### config.mk
export PLATFORM = sky130hd
export DESIGN_NAME = scalar_kalman_filter_unit
export DESIGN_NICKNAME = d
export VERILOG_FILES = /design/src/hdl/skf_pkg.sv /design/src/hdl/skf_ctrl.sv /design/src/hdl/skf_datapath.sv /design/src/hdl/scalar_kalman_filter_unit.sv
export SDC_FILE = /design/constraint.sdc
export NUM_CORES = 1
export LEC_CHECK = 0
export BUFFER_PORTS_ARGS = -buffer_cell sky130_fd_sc_hd__buf_2
export CORE_MARGIN = 2
export CORE_UTILIZATION = 50
export DETAILED_ROUTE_END_ITERATION = 16
export PLACE_DENSITY = 0.64
export SETUP_SLACK_MARGIN = 0.02
export SLEW_MARGIN = 20
export SYNTH_ARGS = -nofsm -noshare
export SYNTH_HDL_FRONTEND = slang
export SYNTH_HIERARCHICAL = 1
export SYNTH_SLANG_ARGS = --single-unit
export TNS_END_PERCENT = 50
### constraint.sdc
create_clock -name clk -period 7.1 [get_ports clk]
set_clock_uncertainty 0.2 [all_clocks]
set_input_delay 0.355 -clock clk [delete_from_list [all_inputs] [get_ports clk]]
set_output_delay 0.355 -clock clk [all_outputs]
set_load 0.005 [all_outputs]
### src/hdl/skf_pkg.sv
// Shared types and constants for the scalar Kalman filter unit.
// Used by skf_ctrl, skf_datapath and scalar_kalman_filter_unit; no dependencies.
package skf_pkg;

  // Configuration register indexes
  localparam int CFG_INDEX_WIDTH = 3;
  localparam logic [CFG_INDEX_WIDTH-1:0] CFG_PROCESS_NOISE      = 3'd0;
  localparam logic [CFG_INDEX_WIDTH-1:0] CFG_MEASUREMENT_NOISE  = 3'd1;
  localparam logic [CFG_INDEX_WIDTH-1:0] CFG_INITIAL_COVARIANCE = 3'd2;
  localparam logic [CFG_INDEX_WIDTH-1:0] CFG_INITIAL_ESTIMATE   = 3'd3;

  // Commands from the controller to the datapath
  typedef struct packed {
    logic load;       // capture the accepted sample
    logic predict;    // covariance plus process noise, saturated
    logic sum;        // divisor and innovation
    logic div_init;   // integer quotient bit of the gain
    logic div_step;   // one fraction bit of the gain
    logic mul_init;   // load gain and one minus gain
    logic mul_step;   // one bit of both shift-add products
    logic round;      // round both products
    logic update;     // write new estimate and covariance
  } cmd_t;

endpackage

### src/hdl/skf_ctrl.sv
// Sequencer for the scalar Kalman filter unit: walks one item through the datapath.
// Depends on skf_pkg (cmd_t).
module skf_ctrl #(
  parameter int FRAC_BITS = 16
) (
  input  logic          clk,
  input  logic          rst,
  input  logic          in_valid,
  output logic          in_stall,
  output logic          out_valid,
  input  logic          out_stall,
  output skf_pkg::cmd_t cmd
);

  localparam int CNT_W = $clog2(FRAC_BITS + 2);

  typedef enum logic [8:0] {
    S_IDLE     = 9'b000000001,
    S_PREDICT  = 9'b000000010,
    S_SUM      = 9'b000000100,
    S_DIV_INIT = 9'b000001000,
    S_DIVIDE   = 9'b000010000,
    S_MUL_INIT = 9'b000100000,
    S_MULTIPLY = 9'b001000000,
    S_ROUND    = 9'b010000000,
    S_UPDATE   = 9'b100000000
  } state_t;

  state_t           state, state_next;
  logic [CNT_W-1:0] cnt, cnt_next;

  assign in_stall = (state != S_IDLE);

  // Next state and commands
  always_comb begin
    state_next = state;
    cnt_next   = cnt;
    cmd        = '0;
    unique case (state)
      S_IDLE: begin
        if (in_valid) begin
          cmd.load   = 1'b1;
          state_next = S_PREDICT;
        end
      end
      S_PREDICT: begin
        cmd.predict = 1'b1;
        state_next  = S_SUM;
      end
      S_SUM: begin
        cmd.sum    = 1'b1;
        state_next = S_DIV_INIT;
      end
      S_DIV_INIT: begin
        cmd.div_init = 1'b1;
        cnt_next     = CNT_W'(FRAC_BITS);
        state_next   = S_DIVIDE;
      end
      S_DIVIDE: begin
        cmd.div_step = 1'b1;
        cnt_next     = cnt - 1'b1;
        if (cnt == CNT_W'(1)) begin
          state_next = S_MUL_INIT;
        end
      end
      S_MUL_INIT: begin
        cmd.mul_init = 1'b1;
        cnt_next     = CNT_W'(FRAC_BITS + 1);
        state_next   = S_MULTIPLY;
      end
      S_MULTIPLY: begin
        cmd.mul_step = 1'b1;
        cnt_next     = cnt - 1'b1;
        if (cnt == CNT_W'(1)) begin
          state_next = S_ROUND;
        end
      end
      S_ROUND: begin
        cmd.round  = 1'b1;
        state_next = S_UPDATE;
      end
      S_UPDATE: begin
        // hold until the previous result has left
        if (!out_valid || !out_stall) begin
          cmd.update = 1'b1;
          state_next = S_IDLE;
        end
      end
      default: begin
        state_next = S_IDLE;
      end
    endcase
  end

  // State, step counter and result valid
  always_ff @(posedge clk) begin
    if (rst) begin
      state     <= S_IDLE;
      cnt       <= '0;
      out_valid <= 1'b0;
    end else begin
      state <= state_next;
      cnt   <= cnt_next;
      if (cmd.update) begin
        out_valid <= 1'b1;
      end else if (out_valid && !out_stall) begin
        out_valid <= 1'b0;
      end
    end
  end

endmodule

### src/hdl/skf_datapath.sv
// Datapath of the scalar Kalman filter unit: config registers, filter state,
// restoring divider for the gain and two shift-add multipliers. Depends on skf_pkg.
module skf_datapath #(
  parameter int DATA_WIDTH = 32,
  parameter int FRAC_BITS  = 16
) (
  input  logic                                clk,
  input  logic                                rst,
  input  skf_pkg::cmd_t                       cmd,
  input  logic                                cfg_write,
  input  logic [skf_pkg::CFG_INDEX_WIDTH-1:0] cfg_index,
  input  logic [DATA_WIDTH-1:0]               cfg_data,
  input  logic signed [DATA_WIDTH-1:0]        sample,
  output logic signed [DATA_WIDTH-1:0]        filtered,
  output logic [DATA_WIDTH-1:0]               variance
);

  localparam int W  = DATA_WIDTH;
  localparam int F  = FRAC_BITS;
  localparam int AE = W + F + 2;   // |innovation| * gain
  localparam int AC = W + F + 1;   // covariance * (1 - gain)

  localparam logic [W-1:0] PN_RESET  = W'(((64'd1 << F) + 64'd50) / 64'd100);
  localparam logic [W-1:0] ONE_RESET = W'(64'd1 << F);
  localparam logic [F:0]   ONE_Q     = (F+1)'(1) << F;
  localparam logic [AE:0]  HALF_E    = (AE+1)'(1) << (F - 1);
  localparam logic [AC:0]  HALF_C    = (AC+1)'(1) << (F - 1);
  localparam logic [W-1:0] EST_MIN   = {1'b1, {(W-1){1'b0}}};
  localparam logic [W-1:0] EST_MAX   = {1'b0, {(W-1){1'b1}}};

  // Configuration and filter state
  logic [W-1:0] process_noise, measurement_noise;
  logic [W-1:0] estimate, covariance;

  // Per-item working registers
  logic [W-1:0] sample_reg;
  logic [W-1:0] p_reg;
  logic [W:0]   sum_reg;
  logic         sum_zero;
  logic [W:0]   mag;
  logic         neg;
  logic [W:0]   rem;
  logic [F:0]   quo;
  logic [F:0]   mul_a, mul_b;
  logic [AE-1:0] acc_e;
  logic [AC-1:0] acc_c;
  logic [W:0]   delta;
  logic [W-1:0] cov_new;

  // Combinational helpers
  logic [W:0]    p_wide, sum_wide, diff;
  logic [W+1:0]  rem2, den2;
  logic          div_bit;
  logic [F:0]    gain;
  logic [AE:0]   round_e;
  logic [AC:0]   round_c;
  logic [W+1:0]  nx;
  logic [W-1:0]  est_next;

  assign filtered = estimate;
  assign variance = covariance;

  // Predict, divisor, innovation
  always_comb begin
    p_wide   = {1'b0, covariance} + {1'b0, process_noise};
    sum_wide = {1'b0, p_reg} + {1'b0, measurement_noise};
    diff     = {sample_reg[W-1], sample_reg} - {estimate[W-1], estimate};
    rem2     = {rem, 1'b0};
    den2     = {1'b0, sum_reg};
    div_bit  = (rem2 >= den2);
    gain     = sum_zero ? '0 : quo;
    round_e  = {1'b0, acc_e} + HALF_E;
    round_c  = {1'b0, acc_c} + HALF_C;
  end

  // New estimate with clamp to the signed range
  always_comb begin
    if (neg) begin
      nx = {{2{estimate[W-1]}}, estimate} - {1'b0, delta};
    end else begin
      nx = {{2{estimate[W-1]}}, estimate} + {1'b0, delta};
    end
    if (nx[W+1] && (nx[W:W-1] != 2'b11)) begin
      est_next = EST_MIN;
    end else if (!nx[W+1] && (nx[W:W-1] != 2'b00)) begin
      est_next = EST_MAX;
    end else begin
      est_next = nx[W-1:0];
    end
  end

  // Config registers and filter state
  always_ff @(posedge clk) begin
    if (rst) begin
      process_noise     <= PN_RESET;
      measurement_noise <= ONE_RESET;
      covariance        <= ONE_RESET;
      estimate          <= '0;
    end else if (cfg_write) begin
      unique case (cfg_index)
        skf_pkg::CFG_PROCESS_NOISE:      process_noise     <= cfg_data;
        skf_pkg::CFG_MEASUREMENT_NOISE:  measurement_noise <= cfg_data;
        skf_pkg::CFG_INITIAL_COVARIANCE: covariance        <= cfg_data;
        skf_pkg::CFG_INITIAL_ESTIMATE:   estimate          <= cfg_data;
        default: ;
      endcase
    end else if (cmd.update) begin
      estimate   <= est_next;
      covariance <= cov_new;
    end
  end

  // Working registers, one step per command
  always_ff @(posedge clk) begin
    if (cmd.load) begin
      sample_reg <= sample;
    end
    if (cmd.predict) begin
      p_reg <= p_wide[W] ? {W{1'b1}} : p_wide[W-1:0];
    end
    if (cmd.sum) begin
      sum_reg  <= sum_wide;
      sum_zero <= (sum_wide == '0);
      neg      <= diff[W];
      mag      <= diff[W] ? (~diff + 1'b1) : diff;
    end
    if (cmd.div_init) begin
      if ({1'b0, p_reg} >= sum_reg) begin
        quo <= (F+1)'(1);
        rem <= {1'b0, p_reg} - sum_reg;
      end else begin
        quo <= '0;
        rem <= {1'b0, p_reg};
      end
    end
    if (cmd.div_step) begin
      quo <= {quo[F-1:0], div_bit};
      // remainder stays below the divisor, which needs W+1 bits
      rem <= div_bit ? (W+1)'(rem2 - den2) : rem2[W:0];
    end
    if (cmd.mul_init) begin
      mul_a <= gain;
      mul_b <= ONE_Q - gain;
      acc_e <= '0;
      acc_c <= '0;
    end
    if (cmd.mul_step) begin
      acc_e <= {acc_e[AE-2:0], 1'b0} + (mul_a[F] ? AE'(mag) : '0);
      acc_c <= {acc_c[AC-2:0], 1'b0} + (mul_b[F] ? AC'(p_reg) : '0);
      mul_a <= {mul_a[F-1:0], 1'b0};
      mul_b <= {mul_b[F-1:0], 1'b0};
    end
    if (cmd.round) begin
      delta   <= round_e[F+W:F];
      cov_new <= round_c[F+W-1:F];
    end
  end

endmodule

### src/hdl/scalar_kalman_filter_unit.sv
// Top level of the scalar Kalman filter unit: controller plus datapath.
// Depends on skf_pkg, skf_ctrl and skf_datapath.
//
//   channel | handshake            | payload
//   --------+----------------------+-------------------------------
//   input   | in_valid / in_stall  | sample
//   output  | out_valid / out_stall| filtered, variance
//   config  | cfg_write            | cfg_index, cfg_data
//
// Each item passes in turn through predict, sum, divider setup, the bit-serial
// gain divider, multiplier setup, the bit-serial multiplier, rounding and update
// before its result is shown; divider and multiplier each take one bit per cycle.
// The next item is accepted only once the unit is back in idle.
// A result waiting on out_stall does not block acceptance of the next item;
// only the final write waits. Synchronous reset loads the register reset values.
module scalar_kalman_filter_unit #(
  parameter int DATA_WIDTH = 32,
  parameter int FRAC_BITS  = 16
) (
  input  logic                                clk,
  input  logic                                rst,
  input  logic                                in_valid,
  output logic                                in_stall,
  input  logic signed [DATA_WIDTH-1:0]        sample,
  output logic                                out_valid,
  input  logic                                out_stall,
  output logic signed [DATA_WIDTH-1:0]        filtered,
  output logic [DATA_WIDTH-1:0]               variance,
  input  logic                                cfg_write,
  input  logic [skf_pkg::CFG_INDEX_WIDTH-1:0] cfg_index,
  input  logic [DATA_WIDTH-1:0]               cfg_data
);

  skf_pkg::cmd_t cmd;

  skf_ctrl #(
    .FRAC_BITS (FRAC_BITS)
  ) u_ctrl (
    .clk       (clk),
    .rst       (rst),
    .in_valid  (in_valid),
    .in_stall  (in_stall),
    .out_valid (out_valid),
    .out_stall (out_stall),
    .cmd       (cmd)
  );

  skf_datapath #(
    .DATA_WIDTH (DATA_WIDTH),
    .FRAC_BITS  (FRAC_BITS)
  ) u_datapath (
    .clk       (clk),
    .rst       (rst),
    .cmd       (cmd),
    .cfg_write (cfg_write),
    .cfg_index (cfg_index),
    .cfg_data  (cfg_data),
    .sample    (sample),
    .filtered  (filtered),
    .variance  (variance)
  );

endmodule
==> reports/qor.txt, run 1 <==
Setup TNS Final -> 0 ns
CP max FO -> 31
RSZ-0062 raised after global routing -> no
CTS Buf Count -> 58
Die Wd -> 272 um
DR vias -> 29,200
Mapped Nets -> 4,250
Simple-gate share of the synthesized area -> 18.2%
WS Path Type -> register to register
I/O Pins -> 138
Final setup vio count -> 0
Top-area cell type share of the netlist area -> 31.4%
Clock sink total -> 520
Yosys Warn Count -> 6
Post-synthesis xor/xnor area fraction -> 8.86%
Residual DRC -> 0
Drt via density -> 5.76
Top flop regs -> u_datapath/acc_e: 49 flops, u_datapath/acc_c: 48 flops
Register area share after synthesis -> 39.4%
Final RePlAce weighted congestion -> 0.928
Hold Path Class -> primary input to register
Outcome -> finished, final reports clean
Main combinational cell family by area after synthesis -> compound AO/OA/AOI/OAI gates
Slew Viols, Final -> 0
Mapped Area -> 0.0360 mm2
Core area -> 0.0714 mm2
Post-DP HPWL -> 73.9 mm
Total track usage -> 25.7%
Most flop-heavy register -> u_datapath/acc_e
Detailed router's first-iteration violation count -> 2,039
F_max -> 163 MHz
Share of flip-flops with an asynchronous set or reset -> 0%
Max-cap violations -> 0
Final critical-path required period -> 6.12 ns
Sequential Area -> 0.0142 mm2
Multi-input gate area -> 0.0207 mm2
First-pass GRT wire length -> 152 mm
IO Port Bufs -> 137
Hold depth -> 5
Max reg flops -> 49
Clock Root Buffer -> clkbuf_16
H-Tree Depth -> 2
Layout Nets -> 4,403
Cells resized by post-CTS repair -> 0
Total power -> 0.00729 W
Worst Path Required -> 7.42 ns
Synthesis-stage register bit count -> 520
Multiplexer area fraction after synthesis -> 1.70%
Worst R2R Start -> u_datapath/delta[5]$_DFFE_PP_
Reg2reg end -> u_datapath/filtered[7]$_SDFFE_PP0P_
Clk buf depth -> 3
Fin crit share -> 86.2%
Placed cells -> 4,881
First-pass DRT Iterations -> 5
Worst hold path startpoint -> cfg_index[1]
CP startpoint kind -> register
Cells after synthesis -> 3,906
Pre-CTS WS -> 1.01 ns
Num rows -> 98
Critical Path AT -> 6.44 ns
Flop-to-flop setup slack -> 0.98 ns
ANT nets after route -> 0
Slew @ Worst Pin -> 1.03 ns
Max-Slew Margin vs Limit -> 31.4%
Crit end category -> register
Die height -> 272 um
Synth Area in Adders -> 9.63%
Post-synth EDFFs -> 376
Routed len/inst -> 19.2 um
Fillers -> 6,452
Layout Area Growth over Synthesis -> 11.9%
WHS -> 0.165 ns
CTS tree -> built
Clock latency on the worst-skew pair -> 0.63 ns
Leakage Power -> 16.0 nW
Grt total ovfl -> 0
Pwr dens -> 181 mW/mm2
Netlist cell types -> 99
Final hold vios -> 0
Worst-case vdd ir drop -> 0.199 mV
Avg Synthesized Cell Area -> 9.21 um2
Largest net degree at the start of global routing -> 131
Die footprint -> 0.0741 mm2
Leading area contributor after synthesis -> edfxtp_1
Worst r2r path cells -> 19
Initial antenna violation count -> 2
Complex-gate fraction of the synthesized area -> 19.0%
Most common flop cell mapped by yosys -> edfxtp_1
Clk slew on worst S/H paths -> 0.06 ns
Initial Util -> 50.4%
Hold EP -> u_datapath/measurement_noise[0]$_SDFFE_PP0P_
Routed WL -> 97.2 mm
Share of post-route cells with drive strength above 1 -> 7.81%
Post-route non-filler standard cell count -> 5,060
Area contributors post-synth -> edfxtp_1, ha_1, dfxtp_1
Fin worst setup slack -> 0.980 ns
Vias in the first global route -> 27,700
## worst max-delay path: stages (launching register included)
cell and delay (ns):
edfxtp_1 0.41, or4_1 0.59, nor4_1 0.61, and2_1 0.31, nand2_1 0.14, nor2_1 0.24
nor2_1 0.08, xnor2_1 0.13, ha_1 0.43, a21oi_1 0.10, o21bai_1 0.13, a21o_1 0.12
a211oi_1 0.07, o21ai_0 0.43, nor3_1 0.10, a221o_1 0.33, a211oi_1 0.30, o21a_1 0.72
o21ai_0 0.22, a311oi_1 0.32
## cell usage in the layout (no fill, tap or decap), drive strengths merged, types with 22 or more instances in the layout
cell,count
o21ai,209
o21a,37
ha,264
mux2i,52
nor4,23
xnor2,230
a22o,30
nor2b,47
o21bai,30
nor2,360
o211ai,27
nand4,39
xor2,134
and2,101
a311oi,65
a21o,131
and3,43
dlygate4sd3,68
buf,169
nand3,92
clkbuf,88
edfxtp,376
or3,22
nand2b,94
nor3,81
nand2,368
a211oi,33
a21oi,345
inv,151
dfxtp,144
## stage by stage
stage | util (%) | cell area [um2]
2_1_floorplan | - | 36000
3_3_place_gp | 52.7 | 37600
5_1_grt | 56.4 | 40200
6_report | 56.4 | 40200
4_1_cts | 56.4 | 40200
3_5_place_dp | 52.7 | 37600
## power breakdown
group | switching, W | total, W | internal [W] | leakage, nW
clock network | 0.00126 | 0.00314 | 0.00189 | 0.975
logic | 0.000478 | 0.000795 | 0.000317 | 10.5
registers | 0.0000468 | 0.00335 | 0.00330 | 4.55
## worst max path at each step
stage,endpoint,from,slack [ns],cells past startpoint
after floorplan,u_datapath/mag[0]$_DFFE_PP_,u_ctrl/state[4]$_SDFFE_PP0P_,0.73,4
after global placement,u_datapath/filtered[27]$_SDFFE_PP0P_,u_datapath/delta[5]$_DFFE_PP_,1.10,19
after detailed placement,u_datapath/filtered[7]$_SDFFE_PP0P_,u_datapath/delta[5]$_DFFE_PP_,1.01,19
after CTS,u_datapath/filtered[7]$_SDFFE_PP0P_,u_datapath/delta[5]$_DFFE_PP_,1.02,19
after global routing,u_datapath/filtered[7]$_SDFFE_PP0P_,u_datapath/delta[5]$_DFFE_PP_,0.41,19
final,u_datapath/filtered[7]$_SDFFE_PP0P_,u_datapath/delta[5]$_DFFE_PP_,0.98,19
## synth_stat cells, types with 11 or more instances
library cell  count
nor3_1           80
o21ai_1          13
edfxtp_1        376
a211oi_1         30
nor3b_1          13
dfxtp_1         144
nor2b_1          47
o31ai_1          15
a22o_1           30
o21bai_1         28
o22ai_1          11
clkbuf_1        119
nor2_1          360
o21a_1           37
ha_1            264
a31oi_1          20
o211ai_1         27
nand2_1         367
or2_2            11
and3_1           43
a21oi_1         341
o21ai_0         196
or3_1            21
xnor2_1         230
nand2b_1         94
a311oi_1         65
xor2_1          134
nand3_1          92
nand3b_1         11
inv_1           150
mux2i_1          51
a21o_1          131
and2_1          100
nand4_1          38
buf_2            12
nor4_1           21
## per-layer routing
metal,track usage (%),vias up,wire [um]
li1,-,14600,-
met2,44.2,650,46500
met3,2.95,151,4130
met5,0,-,0
met1,33.4,13800,43100
met4,8.86,0,3420
## what timing repair did
item | CTS | global route
setup buffers | 0 | 0
setup endpoints to repair | 0 | 0
hold buffers | 68 | 0
hold endpoints to repair | 152 | 0
## layout make-up
class                   instances  share of cell area [%]
diodes                          1                 0.00622
clock buffers                  88                    4.30
clock inverters                22                   0.628
inverters                     151                    1.41
multi-input cells            3091                    51.5
flip-flops and latches        520                    35.2
well taps                     950                    2.95
repair buffers                237                    4.03
## cell families (layout without fill, tap and decap cells)
logic type	after synthesis	count (layout)
xor+xnor	364	364
buf+inv	295	498
other cells	0	1
simple gates	1341	1341
flops	520	520
compound gates	1055	1055
mux	59	59
fa+ha+maj	272	272
Power figures use the tool's default switching activity.
==> inputs of run 2 (changes only) <==
- CAP_MARGIN: not set -> 20
- MAX_ROUTING_LAYER: not set -> met4
==> run 2 against run 1 <==
Against the previous run: sequential share of layout area about the same; combinational power about the same; final cell count is essentially flat; global-route usage is 0.99 points higher; hold slack lost 0.050 ns; fmax is 0.38% higher; largest power group unchanged.
==> reports/qor.txt, run 2 (same netlist as run 1, synthesis figures left out) <==
WS Path Type -> register to register
CP startpoint kind -> register
Commonest cells after routing, fill and taps aside -> edfxtp_1, nand2_1, nor2_1
Total track usage -> 26.7%
Routed len/inst -> 19.3 um
CP max FO -> 31
Fin crit share -> 85.9%
Max reg flops -> 49
Top flop regs -> u_datapath/acc_e: 49 flops, u_datapath/acc_c: 48 flops
Buf/Inv on CP -> 0
First-pass DRT Iterations -> 5
Largest net degree at the start of global routing -> 87
Grt total ovfl -> 0
Post-CTS setup buffer count -> 0
Layout Area Growth over Synthesis -> 11.9%
Routed WL -> 97.6 mm
WHS -> 0.115 ns
First-pass GRT wire length -> 153 mm
Fin worst setup slack -> 1.00 ns
Die footprint -> 0.0741 mm2
Crit end category -> register
Max-cap violations -> 0
Final instance area -> 0.0402 mm2
Setup TNS Final -> 0 ns
IO Port Bufs -> 137
Die height -> 272 um
I/O Pins -> 138
CTS Buf Count -> 58
H-Tree Depth -> 2
Clk slew on worst S/H paths -> 0.06 ns
Initial antenna violation count -> 1
Worst-case vdd ir drop -> 0.211 mV
Cells resized by post-CTS repair -> 0
Clock latency on the worst-skew pair -> 0.63 ns
Share of post-route cells with drive strength above 1 -> 7.96%
Core area -> 0.0714 mm2
CP max-delay cell -> o21a_1
Post-DP HPWL -> 74.5 mm
Commonest non-fill, non-tap cell in the layout -> edfxtp_1
ANT nets after route -> 0
Num rows -> 98
Pwr dens -> 180 mW/mm2
Residual DRC -> 0
Hold Path Class -> primary input to register
Leakage Power -> 16.0 nW
Slew @ Worst Pin -> 1.01 ns
Outcome -> finished, final reports clean
F_max -> 164 MHz
Pre-CTS WS -> 1.06 ns
Fillers -> 6,532
Critical Path AT -> 6.42 ns
DR vias -> 29,100
Clk buf depth -> 3
Hold Buf Count CTS -> 66
Initial Util -> 50.4%
Area post-placement -> 0.0376 mm2
Final setup vio count -> 0
Die Wd -> 272 um
Clock sink total -> 520
Max-Slew Margin vs Limit -> 32.5%
Layout Nets -> 4,401
Final RePlAce weighted congestion -> 0.939
Vias in the first global route -> 27,800
Worst Path Required -> 7.42 ns
Most flop-heavy register -> u_datapath/acc_e
Clock Root Buffer -> clkbuf_16
Kind of cell adding the most delay to the critical path -> compound AO/OA/AOI/OAI gates
Detailed router's first-iteration violation count -> 1,907
Final hold vios -> 0
RSZ-0062 raised after global routing -> no
Drt via density -> 5.76
Biggest cell delay along the critical path -> 0.70 ns
Antenna fix cells -> 0
Cell Chain, Critical Path -> or4_1 > nor4_1 > and2_1 > nand2_1 > nor2_1 > nor2_1 > xnor2_1 > ha_1 > a21oi_1 > o21bai_1 > a21o_1 > a211oi_1 > o21ai_0 > nor3_1 > a221o_1 > a211oi_1 > o21a_1 > o21ai_0 > a311oi_1
Final critical-path required period -> 6.10 ns
Slew Viols, Final -> 0
CTS tree -> built
-- run 2: changes by cell type in the layout (fill, tap and decap cells not counted), sizes merged --
cell,before,now
clkbuf,88,94
bufinv,6,2
clkinv,16,14
dlygate4sd3,68,66
diode,1,0
-- run 2: final cells by class --
class / instances / area, um2 / share of cell area [%]
Clock buffer: 94 / 1870 / 4.64
Multi-Input combinational cell: 3091 / 20700 / 51.5
Sequential cell: 520 / 14200 / 35.2
Timing Repair Buffer: 235 / 1600 / 3.98
Clock inverter: 16 / 126 / 0.314
Tap cell: 950 / 1190 / 2.95
Inverter: 151 / 567 / 1.41
-- run 2: metrics by stage --
stage,total power (W),instances,util (%)
6_report,0.00726,5057,56.4
5_1_grt,0.00752,5057,56.4
4_1_cts,0.00732,5057,56.4
3_5_place_dp,0.00416,4881,52.7
3_3_place_gp,0.00416,4881,52.7
2_1_floorplan,0.00394,3906,-
-- run 2: worst paths after layout --
kind                                             start                                        end  slack (ns)  depth (start not counted)
max                      u_datapath/delta[5]$_DFFE_PP_       u_datapath/filtered[28]$_SDFFE_PP0P_        1.00                         19
min                                          cfg_write       u_datapath/variance[12]$_SDFFE_PP0P_        0.11                          3
max reg2reg              u_datapath/delta[5]$_DFFE_PP_       u_datapath/filtered[28]$_SDFFE_PP0P_        1.00                         19
min reg2reg  u_datapath/process_noise[22]$_SDFFE_PP0P_  u_datapath/process_noise[22]$_SDFFE_PP0P_        0.26                          2
-- run 2: tightest hold or removal path: stages --
cell	delay, ns
buf_2	0.25
nand2_1	0.17
a311oi_1	0.08
-- run 2: routing by layer --
metal,part of all wire [%],routed length (um),GRT usage [%],vias to the layer above
met2,49,47900,45.7,611
met5,0,0,-,-
li1,-,-,-,14600
met3,4.1,4040,2.67,162
met4,2.7,2660,7.42,0
met1,44,43000,33.5,13800
-- run 2: report_power, final --
group	internal, W	switching, W	leakage (nW)
Combinational	0.000316	0.000478	10.5
Clock	0.00186	0.00126	0.989
Sequential	0.00330	0.0000468	4.55
